==> src/aeu_pkg.sv <==
// ---------------------------------------------------------------------------
// aeu_pkg
// Widths, constants and types for the element-wise Adagrad update.
// ---------------------------------------------------------------------------
package aeu_pkg;
  localparam int unsigned GradW  = 32;
  localparam int unsigned StateW = 64;
  localparam int unsigned SqW    = 63;
  localparam int unsigned LrW    = 32;
  localparam int unsigned RootW  = 32;
  localparam int unsigned DenW   = 33;
  localparam int unsigned ProdW  = 64;
  localparam int unsigned PaddrW = 1;
  localparam logic [LrW-1:0] LrReset = 32'd1677722;
  localparam logic [PaddrW-1:0] RegLearningRate = 1'b0;
  // Cells in the root chain, then cells in the divide chain.
  localparam int unsigned RootCells = 32;
  localparam int unsigned DivCells  = 64;

  // Input item: one gradient element and its accumulated state.
  typedef struct packed {
    logic signed [GradW-1:0] gradient;
    logic [StateW-1:0]       old_state;
  } grad_item_t;

  // Result item.
  typedef struct packed {
    logic [SqW-1:0]          squared_gradient;
    logic [StateW-1:0]       new_state;
    logic signed [GradW-1:0] step;
    logic                    saturated;
  } update_t;

  // Data that travels down the row of cells.
  typedef struct packed {
    logic              neg;
    logic              sat;
    logic [SqW-1:0]    sq;
    logic [StateW-1:0] ns;
    logic [ProdW-1:0]  num;   // dividend, shifted in one bit per divide cell
    logic [ProdW-1:0]  quo;   // quotient bits so far
    logic [DenW:0]     rem;   // running remainder
    logic [StateW-1:0] rrem;  // root remainder / radicand scratch
    logic [RootW-1:0]  root;  // root bits so far
    logic [StateW-1:0] rad;   // radicand bits not yet consumed
  } aeu_cell_t;
endpackage

==> src/aeu_div_cell.sv <==
// ---------------------------------------------------------------------------
// aeu_div_cell
// One restoring-division step: one quotient bit per cell.
// ---------------------------------------------------------------------------
module aeu_div_cell import aeu_pkg::*; (
  input  logic      clk_i,
  input  logic      en_i,
  input  aeu_cell_t c_i,
  output aeu_cell_t c_o
);
  logic [DenW:0] rsh;
  logic [DenW:0] den;
  aeu_cell_t     c_d;
  aeu_cell_t     c_q;

  always_comb begin
    c_d = c_i;
    // Divisor is root + 1, formed from the finished root.
    den = {2'b00, c_i.root} + (DenW+1)'(1);
    rsh = {c_i.rem[DenW-1:0], c_i.num[ProdW-1]};
    c_d.num = {c_i.num[ProdW-2:0], 1'b0};
    if (rsh >= den) begin
      c_d.rem = rsh - den;
      c_d.quo = {c_i.quo[ProdW-2:0], 1'b1};
    end else begin
      c_d.rem = rsh;
      c_d.quo = {c_i.quo[ProdW-2:0], 1'b0};
    end
  end

  always_ff @(posedge clk_i) begin
    if (en_i) begin
      c_q <= c_d;
    end
  end
  assign c_o = c_q;
endmodule

==> config.mk <==
export PLATFORM = sky130hd
export DESIGN_NAME = aeu_div_cell
export DESIGN_NICKNAME = d
export VERILOG_FILES = /design/src/aeu_pkg.sv /design/src/aeu_div_cell.sv
export SDC_FILE = /design/constraint.sdc
export NUM_CORES = 1
export LEC_CHECK = 0
export ABC_AREA = 1
export ABC_CLOCK_PERIOD_IN_PS = 3900
export BUFFER_PORTS_ARGS = -buffer_cell sky130_fd_sc_hd__clkbuf_2
export CELL_PAD_IN_SITES_DETAIL_PLACEMENT = 2
export CELL_PAD_IN_SITES_GLOBAL_PLACEMENT = 2
export CORE_AREA = 4 4 351 353
export CTS_CLUSTER_DIAMETER = 40
export DETAILED_ROUTE_END_ITERATION = 12
export DIE_AREA = 0 0 355 357
export HOLD_SLACK_MARGIN = 0.1
export PLACE_DENSITY = 0.52
export SLEW_MARGIN = 25
export SYNTH_ARGS = -nofsm -noshare
export SYNTH_HDL_FRONTEND = slang
export SYNTH_SLANG_ARGS = --single-unit
==> constraint.sdc <==
create_clock -name clk_i -period 3.9 [get_ports clk_i]
set_clock_uncertainty 0.1 [all_clocks]
set_input_delay 0.195 -clock clk_i [delete_from_list [all_inputs] [get_ports clk_i]]
set_output_delay 0.195 -clock clk_i [all_outputs]
set_load 0.005 [all_outputs]
After elaboration in Yosys (flattened, before gate mapping)
Index checks and enable logic that the tools add are counted.
{ "word_totals": {"regBits": 450, "input_bits": 453, "output_inout_bits": 451, "word_cells": 14} }
{ "op_classes": {"n_addsub": 2, "order_cmp": 1, "n_mux": 1} }
{ "ops": {"columns": ["op", "n"], "rows": [
  ["2-to-1 mux 35 bit", 1],
  ["greater-or-equal comparator 34 x 33 -> 1 bit", 1],
  ["subtractor 34 x 33 -> 34 bit", 1],
  ["adder 32 x 1 -> 33 bit (second input constant)", 1]
]} }

Depth between registers and ports, before layout
{ "depth": {"ltp_word": 3, "depth_mapped": 22, "depth_no_buf": 22} }

Worst setup path after synthesis
OpenSTA, ideal clock, no wires.
{ "synth_path": {"path_type": "input to register", "startpoint": "input port c_i[64] (netlist name)", "endpoint": "register c_q (netlist bit c_o[187]) (data pin)", "setup_ns": 0.253, "arrival_time_ns": 2.600, "required_time_ns": 3.547, "setup_slack_ns": 0.947, "path_stages": 21, "n_path_buf": 1, "path_cell_list": "ha_1 -> nand2_1 -> nor2_1 -> nand2_1 -> nor2_2 -> nand3_1 -> nor2_1 -> nand4_1 -> o21ai_0 -> nand2_1 -> ha_1 -> nand2_1 -> nor2_1 -> nand2_1 -> nor2_2 -> nand4_1 -> nor2_2 -> nor2_4 -> buf_6 -> nand2_2 -> nand2_1"} }
{ "synth_rtl": {"columns": ["element", "line_no", "text"], "rows": [
  ["start, declared", "aeu_div_cell.sv:8", "input aeu_cell_t c_i,"],
  ["end signal, assigned", "aeu_div_cell.sv:33", "c_q <= c_d;"],
  ["end, declared", "aeu_div_cell.sv:14", "aeu_cell_t c_q;"]
]} }

==> metrics.csv <==
metric,value,unit
leakage power,15.2,nW
setup TNS,0,ns
clk root buf,clkbuf_16,
ordered cell list for the critical path,dlygate4sd3_1 > clkbuf_2 > ha_1 > nand2_1 > nor2_1 > nand2_1 > nor2_2 > nand3_1 > nor2_1 > nand4_1 > buf_4 > nor2_2 > nand4_1 > ha_1 > nand2_1 > nor2_1 > nand2_1 > inv_1 > a21oi_4 > nand3_2 > nor2_4 > buf_12 > a21oi_2,
status,completed,
total grt overflow,0,
clock buffer count from CTS,97,
CP max FO,14,
post-synthesis cell type count,32,
Max Slew Vio Count,0,
crit start category,primary input,
Register Area,13500,sq um
Clock Power Share,0.503,
Vias/cell,3.80,
DRT iter0 DRCs,1023,
largest net degree at the start of global routing,88,
Final Hold Fails,0,
final setup margin,0.197,ns
final net count,3447,
slowest CP cell,dlygate4sd3_1,
Max H-tree Level,3,
critical path class,primary input to register,
syn_area_per_cell,14.0,sq um
layout cell share with drive strength beyond 1,0.388,
Setup WS pre-CTS,-0.0520,ns
CP peak stage delay,0.56,ns
Die Y,357,um
internal power consumption,12.2,mW
Synth top area share,0.775,
routed via count,17700,
die width,355,um
vias in the first global route,19900,
Sw Ratio,0.282,
# placed instances,3823,
syn nets,1736,
CP dominant cell by count,nand2_1,
CP Data Required Time,4.21,ns
DRT Pass-1 Iters,5,
Clock Path Buffers,3,
Largest register FFs,450,
Final min period,3.70,ns
Syn-to-layout area delta,97.5,%
hold path endpoint,c_o[385]$_DFFE_PP_,
Synth Instances,1248,
sequential share of power,0.353,
filler instances,13200,
synth warn,0,
area of the multi-input gates,3380,sq um
post-route clock period utilization,0.950,
die area,127000,sq um
NetSw,4.79,mW
Slew HR,0.346,
placed inst area,24600,sq um
worst min-delay path category,primary input to register,
Total Wirelength,133,mm
CP arrival,4.01,ns
max cap viols,0,
# setup viols final,0,
Min-Delay Path Depth,2,
maximum clock rate,270,MHz
number of synthesized register bits,450,
global-route wire length before repair,175,mm
initial antenna violation count,64,
Worst VDD drop,0.323,mV
DRC viols,0,
Post-Layout Inst Area,34500,sq um
top-level port count,904,
Post-DRT Antenna Nets,0,
TritonCTS clock tree,yes,
routability-driven placement congestion ratio,0.940,
Crit. End Element,register,
Worst-path clk slew,0.05,ns
combinational fraction of design power,0.145,
"area leader, netlist",edfxtp_1,
dominant cells by area after synthesis,"edfxtp_1 (77%), nand2_1 (7.7%), inv_1 (2.8%)",
Finished Layout Cells,4669,
Core ar.,120000,sq um
Slew @ Worst Pin,0.980,ns
PwrDens,493,nW/um^2
PortBufs,900,
mapped cell area,17400,sq um
sequential fraction of the synthesis area,0.775,
RSZ-0062 raised after global routing,false,
DP Wirelength,103,mm
Total GRT Usage,0.203,
WL/cell,28.6,um
cell row count,127,
CTS Sinks,450,
hold path start,c_i[385],
starting density of the core,0.146,
repair_timing:
item	in CTS	in global routing
buffers inserted	0	2
endpoints found under the hold margin	522	1
hold buffers	646	1
resized for setup	0	8
setup endpoints to repair	0	34
metal layers:
metal	routed length (um)	vias to the layer above	global-route usage	share of wire
met5	199	-	0	0.0015
met4	5420	32	0.0738	0.041
met3	10400	220	0.0686	0.078
met2	62900	797	0.337	0.47
met1	54300	8906	0.244	0.41
li1	-	7789	-	-
cell type report:
class | instances | share of cell area
diodes | 16 | 0.00116
clock buffers | 106 | 0.0714
clock inverters | 75 | 0.0255
inverters | 134 | 0.0146
multi-input cells | 657 | 0.0981
flip-flops and latches | 450 | 0.392
well taps | 1612 | 0.0585
repair buffers | 1619 | 0.339
cell usage after synthesis:
cell type	number
nand3_2	3
o21a_1	2
a21o_1	1
nor3b_1	1
fa_1	1
ha_1	34
nor4_1	3
nand3_1	37
nor4_2	1
or2_2	2
nor2_1	69
xnor2_1	7
nand2_2	17
nor2_4	3
nor3_2	1
a21oi_1	17
nand2_1	357
nand4_1	17
nand3_4	1
buf_6	6
xor2_1	38
nor2_2	6
edfxtp_1	450
buf_4	1
nor3_1	22
a21oi_4	1
o21bai_1	3
conb_1	1
inv_2	2
o21ai_0	7
inv_1	132
a21oi_2	5
critical path, delay by kind of cell:
kind | cells | cell delay [ns]
buf+inv | 5 | 1.23
simple gates | 14 | 1.74
compound gates | 2 | 0.25
fa+ha+maj | 2 | 0.58
through the flow:
stage / hold slack, ns / utilization / power [mW]
after floorplan: 0.194 / - / 6.49
after global placement: 0.273 / 0.205 / 7.90
after detailed placement: 0.274 / 0.205 / 7.92
after CTS: 0.100 / 0.287 / 17.2
after global routing: 0.101 / 0.287 / 17.7
final: 0.146 / 0.288 / 17.0
worst max path at each step:
stage | from | to | slack (ns) | depth (start not counted)
final | c_i[65] | c_o[193]$_DFFE_PP_ | 0.20 | 23
after global routing | c_i[65] | c_o[160]$_DFFE_PP_ | 0.01 | 24
after CTS | c_i[66] | c_o[185]$_DFFE_PP_ | 0.13 | 21
after detailed placement | c_i[66] | c_o[179]$_DFFE_PP_ | -0.05 | 20
after global placement | c_i[65] | c_o[179]$_DFFE_PP_ | -0.01 | 20
after floorplan | c_i[64] | c_o[187]$_DFFE_PP_ | 0.95 | 21
cells by family (layout without fill, tap and decap cells):
logic type	count (synthesis)	count (layout)	synth area share
buf+inv	141	1934	0.0331
compound gates	36	36	0.0129
xor+xnor	45	45	0.0226
simple gates	540	540	0.131
other cells	1	17	0.000215
flops	450	450	0.775
fa+ha+maj	35	35	0.0255
power by group through the flow:
stage          registers (mW)  clock network (mW)  logic [mW]
6_report                 5.99                8.54        2.46
5_1_grt                  6.02                9.01        2.64
4_1_cts                  5.98                8.69        2.48
3_5_place_dp             6.05                   0        1.87
3_3_place_gp             6.05                   0        1.85
2_1_floorplan            6.06                   0       0.430
cells in the final DEF, fill, tap and decap left out, drive strengths merged, types with 17 or more instances in the layout:
cell            n
a21oi          23
buf            73
clkbuf       1005
clkinv         37
dlygate4sd3   647
edfxtp        450
ha             34
inv           154
nand2         374
nand3          41
nand4          17
nor2           78
nor3           23
xor2           38
Power figures use the tool's default switching activity.
