## config.mk

```make
export PLATFORM = sky130hd
export DESIGN_NAME = aeu_root_cell
export DESIGN_NICKNAME = d
export VERILOG_FILES = /design/src/aeu_pkg.sv /design/src/aeu_root_cell.sv
export SDC_FILE = /design/constraint.sdc
export NUM_CORES = 1
export LEC_CHECK = 0
export ABC_AREA = 1
export BUFFER_PORTS_ARGS = -buffer_cell sky130_fd_sc_hd__buf_2
export CAP_MARGIN = 10
export CORE_AREA = 2 2 355 357
export CTS_BUF_LIST = sky130_fd_sc_hd__clkbuf_2
export CTS_CLUSTER_DIAMETER = 150
export DETAILED_ROUTE_END_ITERATION = 10
export DIE_AREA = 0 0 357 359
export HOLD_SLACK_MARGIN = 0.08
export PLACE_DENSITY = 0.4
export SLEW_MARGIN = 0
export SYNTH_ARGS = -nofsm -noshare
export SYNTH_HDL_FRONTEND = slang
export SYNTH_SLANG_ARGS = --single-unit
```

## constraint.sdc

```tcl
create_clock -name clk_i -period 3.1 [get_ports clk_i]
set_input_delay 0.31 -clock clk_i [delete_from_list [all_inputs] [get_ports clk_i]]
set_output_delay 0.31 -clock clk_i [all_outputs]
set_load 0.05 [all_outputs]
```

## src/aeu_pkg.sv

```systemverilog
// ---------------------------------------------------------------------------
// aeu_pkg
// Widths, constants and types for the element-wise Adagrad update.
// ---------------------------------------------------------------------------
package aeu_pkg;
  localparam int unsigned GradW  = 32;
  localparam int unsigned StateW = 64;
  localparam int unsigned SqW    = 63;
  localparam int unsigned LrW    = 32;
  localparam int unsigned RootW  = 32;
  localparam int unsigned DenW   = 33;
  localparam int unsigned ProdW  = 64;
  localparam int unsigned PaddrW = 1;
  localparam logic [LrW-1:0] LrReset = 32'd1677722;
  localparam logic [PaddrW-1:0] RegLearningRate = 1'b0;
  // Cells in the root chain, then cells in the divide chain.
  localparam int unsigned RootCells = 32;
  localparam int unsigned DivCells  = 64;

  // Input item: one gradient element and its accumulated state.
  typedef struct packed {
    logic signed [GradW-1:0] gradient;
    logic [StateW-1:0]       old_state;
  } grad_item_t;

  // Result item.
  typedef struct packed {
    logic [SqW-1:0]          squared_gradient;
    logic [StateW-1:0]       new_state;
    logic signed [GradW-1:0] step;
    logic                    saturated;
  } update_t;

  // Data that travels down the row of cells.
  typedef struct packed {
    logic              neg;
    logic              sat;
    logic [SqW-1:0]    sq;
    logic [StateW-1:0] ns;
    logic [ProdW-1:0]  num;   // dividend, shifted in one bit per divide cell
    logic [ProdW-1:0]  quo;   // quotient bits so far
    logic [DenW:0]     rem;   // running remainder
    logic [StateW-1:0] rrem;  // root remainder / radicand scratch
    logic [RootW-1:0]  root;  // root bits so far
    logic [StateW-1:0] rad;   // radicand bits not yet consumed
  } aeu_cell_t;
endpackage

```

## src/aeu_root_cell.sv

```systemverilog
// ---------------------------------------------------------------------------
// aeu_root_cell
// One digit-recurrence step of the integer square root.
// ---------------------------------------------------------------------------
module aeu_root_cell import aeu_pkg::*; (
  input  logic      clk_i,
  input  logic      en_i,
  input  aeu_cell_t c_i,
  output aeu_cell_t c_o
);
  logic [StateW+1:0] trial;
  logic [StateW+1:0] rsh;
  aeu_cell_t         c_d;
  aeu_cell_t         c_q;

  always_comb begin
    c_d   = c_i;
    // Bring down two radicand bits; test (4*root+1).
    rsh   = {c_i.rrem, c_i.rad[StateW-1 -: 2]};
    trial = {{(StateW-RootW){1'b0}}, c_i.root, 2'b01};
    c_d.rad = {c_i.rad[StateW-3:0], 2'b00};
    if (rsh >= trial) begin
      c_d.rrem = StateW'(rsh - trial);
      c_d.root = {c_i.root[RootW-2:0], 1'b1};
    end else begin
      c_d.rrem = StateW'(rsh);
      c_d.root = {c_i.root[RootW-2:0], 1'b0};
    end
  end

  always_ff @(posedge clk_i) begin
    if (en_i) begin
      c_q <= c_d;
    end
  end
  assign c_o = c_q;
endmodule

```

==> results.cfg, run 1 <==
[logic_synthesis]
ys_top_cells_by_area = sky130_fd_sc_hd__edfxtp_1 73%, sky130_fd_sc_hd__nand2_1 8.6%, sky130_fd_sc_hd__inv_1 4.5%
most_instantiated_flip_flop_cell_in_the_synthesis_netlist = sky130_fd_sc_hd__edfxtp_1
post_synth_most_frequent_cells = 449 x sky130_fd_sc_hd__edfxtp_1, 424 x sky130_fd_sc_hd__nand2_1, 220 x sky130_fd_sc_hd__inv_1
synth_area_sq_um = 18500
synth-seq-area-share = 0.728
yosys_warnings = 0
post_synthesis_register_bit_count = 449
synth.largest_area_cell = sky130_fd_sc_hd__edfxtp_1
async_flop_share = 0
yosys.cell_count.top_type = sky130_fd_sc_hd__edfxtp_1
synth-edff-count = 449
synth_top_area_frac = 0.728
syn-instance-count = 1508
yosysUniqueCellTypes = 32
avgSynthCellArea_sq_um = 12.3

[die]
starting_density_of_the_core = 0.149
die-width_um = 357
boundaryPins = 904
chipHeight_um = 359
std_cell_rows = 130

[outcome]
last-stage-reached = 4_1_cts
result_of_the_run = aborted with a tool error
flow.first_error = [ERROR RSZ-0060] Max buffer count reached.

[clock_network]
holdBufCountCts = 865
cts_htree_levels = 4
postCtsSetupBuffers = 0
post_cts_resized = 0
cts_made_buffers = 138
clock_tree.buffer_depth = 3
cts_root_buffer = sky130_fd_sc_hd__clkbuf_2
clock_sink_count = 449

[place]
hpwlAfterDp_um = 97500
post-place-cells = 4076
last_weighted_congestion_value_of_the_routability_driven_placer = 0.895
place.port_buffers = 901
logic make-up after synthesis:
logic type / after synthesis / synth area share
other: 1 / 0.000202
adders and majority gates: 34 / 0.0230
buffers and inverters: 236 / 0.0523
xor gates and xnor gates: 30 / 0.0142
and+or+nand+nor: 662 / 0.147
AOI/OAI and AO/OA: 96 / 0.0356
DFF: 449 / 0.728
stage by stage:
step | cell area, sq um | util | setup slack, ns
3_3_place_gp | 25300 | 0.203 | 0.103
3_5_place_dp | 25300 | 0.203 | 0.124
2_1_floorplan | 18500 | - | 0.983
==> run 2: changes to the inputs <==
CORE_AREA = 2 2 349 351   (was 2 2 355 357)
CTS_BUF_LIST = unset   (was sky130_fd_sc_hd__clkbuf_2)
CTS_CLUSTER_DIAMETER = unset   (was 150)
DIE_AREA = 0 0 351 353   (was 0 0 357 359)
HOLD_SLACK_MARGIN = unset   (was 0.08)
PLACE_DENSITY = unset   (was 0.4)
PLACE_DENSITY_LB_ADDON = 0.15   (was unset)
==> results.cfg, run 2 <==
[global_route]
grt_usage = 0.175
first_pass_grt_wire_length_um = 146000
first_global_vias = 17200
grt_antenna_before_repair = 90
total_overflow_reported_by_the_global_router = 0
grt_max_degree = 81

[die]
boundaryPins = 904
starting_density_of_the_core = 0.154
chipHeight_um = 353
die-width_um = 351
floorplan_core_area_sq_um = 121000
dieArea_sq_um = 124000
std_cell_rows = 128

[cells_and_area]
postLayoutCellArea_sq_um = 31600
top_library_cells_by_usage_in_the_layout_fill_and_taps_aside = 900 x sky130_fd_sc_hd__buf_2, 449 x sky130_fd_sc_hd__edfxtp_1, 424 x sky130_fd_sc_hd__nand2_1
final_layout_size_suffix_gt1_frac = 0.369
leading_cell_type_in_the_layout_fill_and_taps_excluded = sky130_fd_sc_hd__buf_2
largest_register_ff_count = 449
nets = 3399
areaGrowthSynthToFinish_pct = 70.4
layout.filler_cells = 13000

[route]
antenna_left = 0
met3WireLength_um = 12600
wl_per_cell_um = 24.5
detailroute.wirelength.met2_um = 53500
total_wirelength_of_the_detailed_routed_design_um = 113000
dr.max_layer_used = met5
drc = 0
vias = 16700
m1WireLength_um = 43500
drt-pass1-iter-count = 5
detail_route.vias_per_cell = 3.63
detail_route.iter0.violations = 938

[clock_network]
clk_transition_reported_paths_ns = 0.06
cts_tree = yes
clock_tree.buffer_depth = 3
cts_htree_levels = 2
clock_sink_count = 449
cts_root_buffer = sky130_fd_sc_hd__clkbuf_16
postCtsSetupBuffers = 0
cts_made_buffers = 61
holdBufCountCts = 422
post_cts_resized = 0

[min_path]
min_delay_path_depth = 3
worstHoldStart = c_i[141]
sink_of_the_worst_hold_path = c_o[143]$_DFFE_PP_
hp-class = in2reg

[pwr]
worst_ir_drop_vdd_v = 0.000391
fin_total_pwr_mw = 19.1
power-per-cell-area_nw_per_um2 = 606
leakage_power_figure_nw = 13.7

[logic_synthesis]
yosys_warnings = 0
most_instantiated_flip_flop_cell_in_the_synthesis_netlist = sky130_fd_sc_hd__edfxtp_1
synth-edff-count = 449
synth.largest_area_cell = sky130_fd_sc_hd__edfxtp_1
synth_top_area_frac = 0.728
ys_top_cells_by_area = sky130_fd_sc_hd__edfxtp_1 73%, sky130_fd_sc_hd__nand2_1 8.6%, sky130_fd_sc_hd__inv_1 4.5%
async_flop_share = 0
syn-instance-count = 1508
post_synth_most_frequent_cells = 449 x sky130_fd_sc_hd__edfxtp_1, 424 x sky130_fd_sc_hd__nand2_1, 220 x sky130_fd_sc_hd__inv_1
post_synthesis_register_bit_count = 449
avgSynthCellArea_sq_um = 12.3
synth-seq-area-share = 0.728
yosys.cell_count.top_type = sky130_fd_sc_hd__edfxtp_1
yosysUniqueCellTypes = 32
synth_area_sq_um = 18500

[critical_path]
timing.critical_path.buf_inv = 6
cp_data_arrival_time_ns = 3.16
worst_setup_path_end_kind = flip-flop
critical_path.max_stage_delay_ns = 0.70
critPathTopFamily = buffers and inverters
cpMostUsedCell = sky130_fd_sc_hd__nand2_1
cp_num_cells = 16
path_cells = dlygate4sd3_1 > buf_2 > inv_1 > ha_1 > nand2_1 > nor2_1 > inv_1 > nor2_2 > nand2_1 > nor2_1 > a21oi_2 > nand3_2 > clkinv_2 > buf_12 > nand2_1 > nand2_1
worst-endpoint-required_ns = 3.50
critical_path.startpoint_type = primary input
timing_worst_setup_path_type = in2reg
timing.critical_path.fanout_max = 40
worst_path_max_delay_cell = sky130_fd_sc_hd__dlygate4sd3_1

[timing]
unrepaired_setup_endpoints_after_global_routing = false
whs_ns = 0.0695
final-hold-violation-count = 0
timing_worst_slew_pin_value_ns = 0.577
setup_violations = 0
final_max_slew_viol_count = 0
max_clock_freq_mhz = 362
worst_slew_margin_rel = 0.615
finalCriticalPeriod_ns = 2.76
fin_setup_tns_ns = 0
final_clock_period_utilization_by_the_worst_path = 0.890

[place]
post_dp_cell_area_sq_um = 25300
last_weighted_congestion_value_of_the_routability_driven_placer = 0.898
place.port_buffers = 901
hpwlAfterDp_um = 93500

[outcome]
result_of_the_run = finished, final reports clean

[job]
max_cap_viol_count = 0
## run 2: cell counts after synthesis
No cell type changed its count.
## run 2: how the worst max path moves through the flow
stage | start | endpoint | slack (ns)
6_report | c_i[84] | c_o[129]$_DFFE_PP_ | 0.34
5_1_grt | c_i[84] | c_o[129]$_DFFE_PP_ | 0.17
4_1_cts | c_i[84] | c_o[127]$_DFFE_PP_ | 0.35
3_5_place_dp | c_i[70] | c_o[123]$_DFFE_PP_ | 0.30
3_3_place_gp | c_i[71] | c_o[122]$_DFFE_PP_ | 0.30
2_1_floorplan | c_i[64] | c_o[124]$_DFFE_PP_ | 0.98
## run 2: power by group
part	leakage (nW)	switching [mW]	internal, mW	total (mW)
clock network	0.954	3.08	4.15	7.24
registers	4.39	0.155	7.28	7.44
logic	8.30	3.28	1.18	4.46
## run 2: cells by family (layout without fill, tap and decap cells)
family,after synthesis,in the layout,share of synthesized area
AOI/OAI and AO/OA,96,96,0.0356
xor gates and xnor gates,30,30,0.0142
adders and majority gates,34,34,0.0230
buffers and inverters,236,1690,0.0523
DFF,449,449,0.728
other,1,26,0.000202
and+or+nand+nor,662,662,0.147
## run 2: final cells by class
class	instances	area, sq um	share of cell area
Antenna cell	24	60.1	0.00190
Clock buffer	70	1580	0.0501
Clock inverter	44	413	0.0131
Inverter	223	838	0.0266
Multi-Input combinational cell	824	4070	0.129
Sequential cell	449	13500	0.427
Tap cell	1625	2030	0.0644
Timing Repair Buffer	1353	9080	0.288
## run 2: worst min-delay path, cell delays in order
cell,delay [ns]
sky130_fd_sc_hd__buf_2,0.12
sky130_fd_sc_hd__nand2_1,0.07
sky130_fd_sc_hd__a21oi_2,0.10
## run 2: per-stage QoR
step	util	setup WS [ns]	instances
2_1_floorplan	-	0.983	1509
3_3_place_gp	0.210	0.295	4052
3_5_place_dp	0.210	0.296	4052
4_1_cts	0.261	0.347	4588
5_1_grt	0.261	0.171	4601
6_report	0.262	0.341	4612
## run 2: per-layer routing
layer / vias to the layer above / GRT usage
li1: 7904 / -
met1: 7927 / 0.198
met2: 708 / 0.296
met3: 160 / 0.0799
met4: 30 / 0.0445
met5: - / 0
Note: power is estimated with default switching activity, not from simulation.
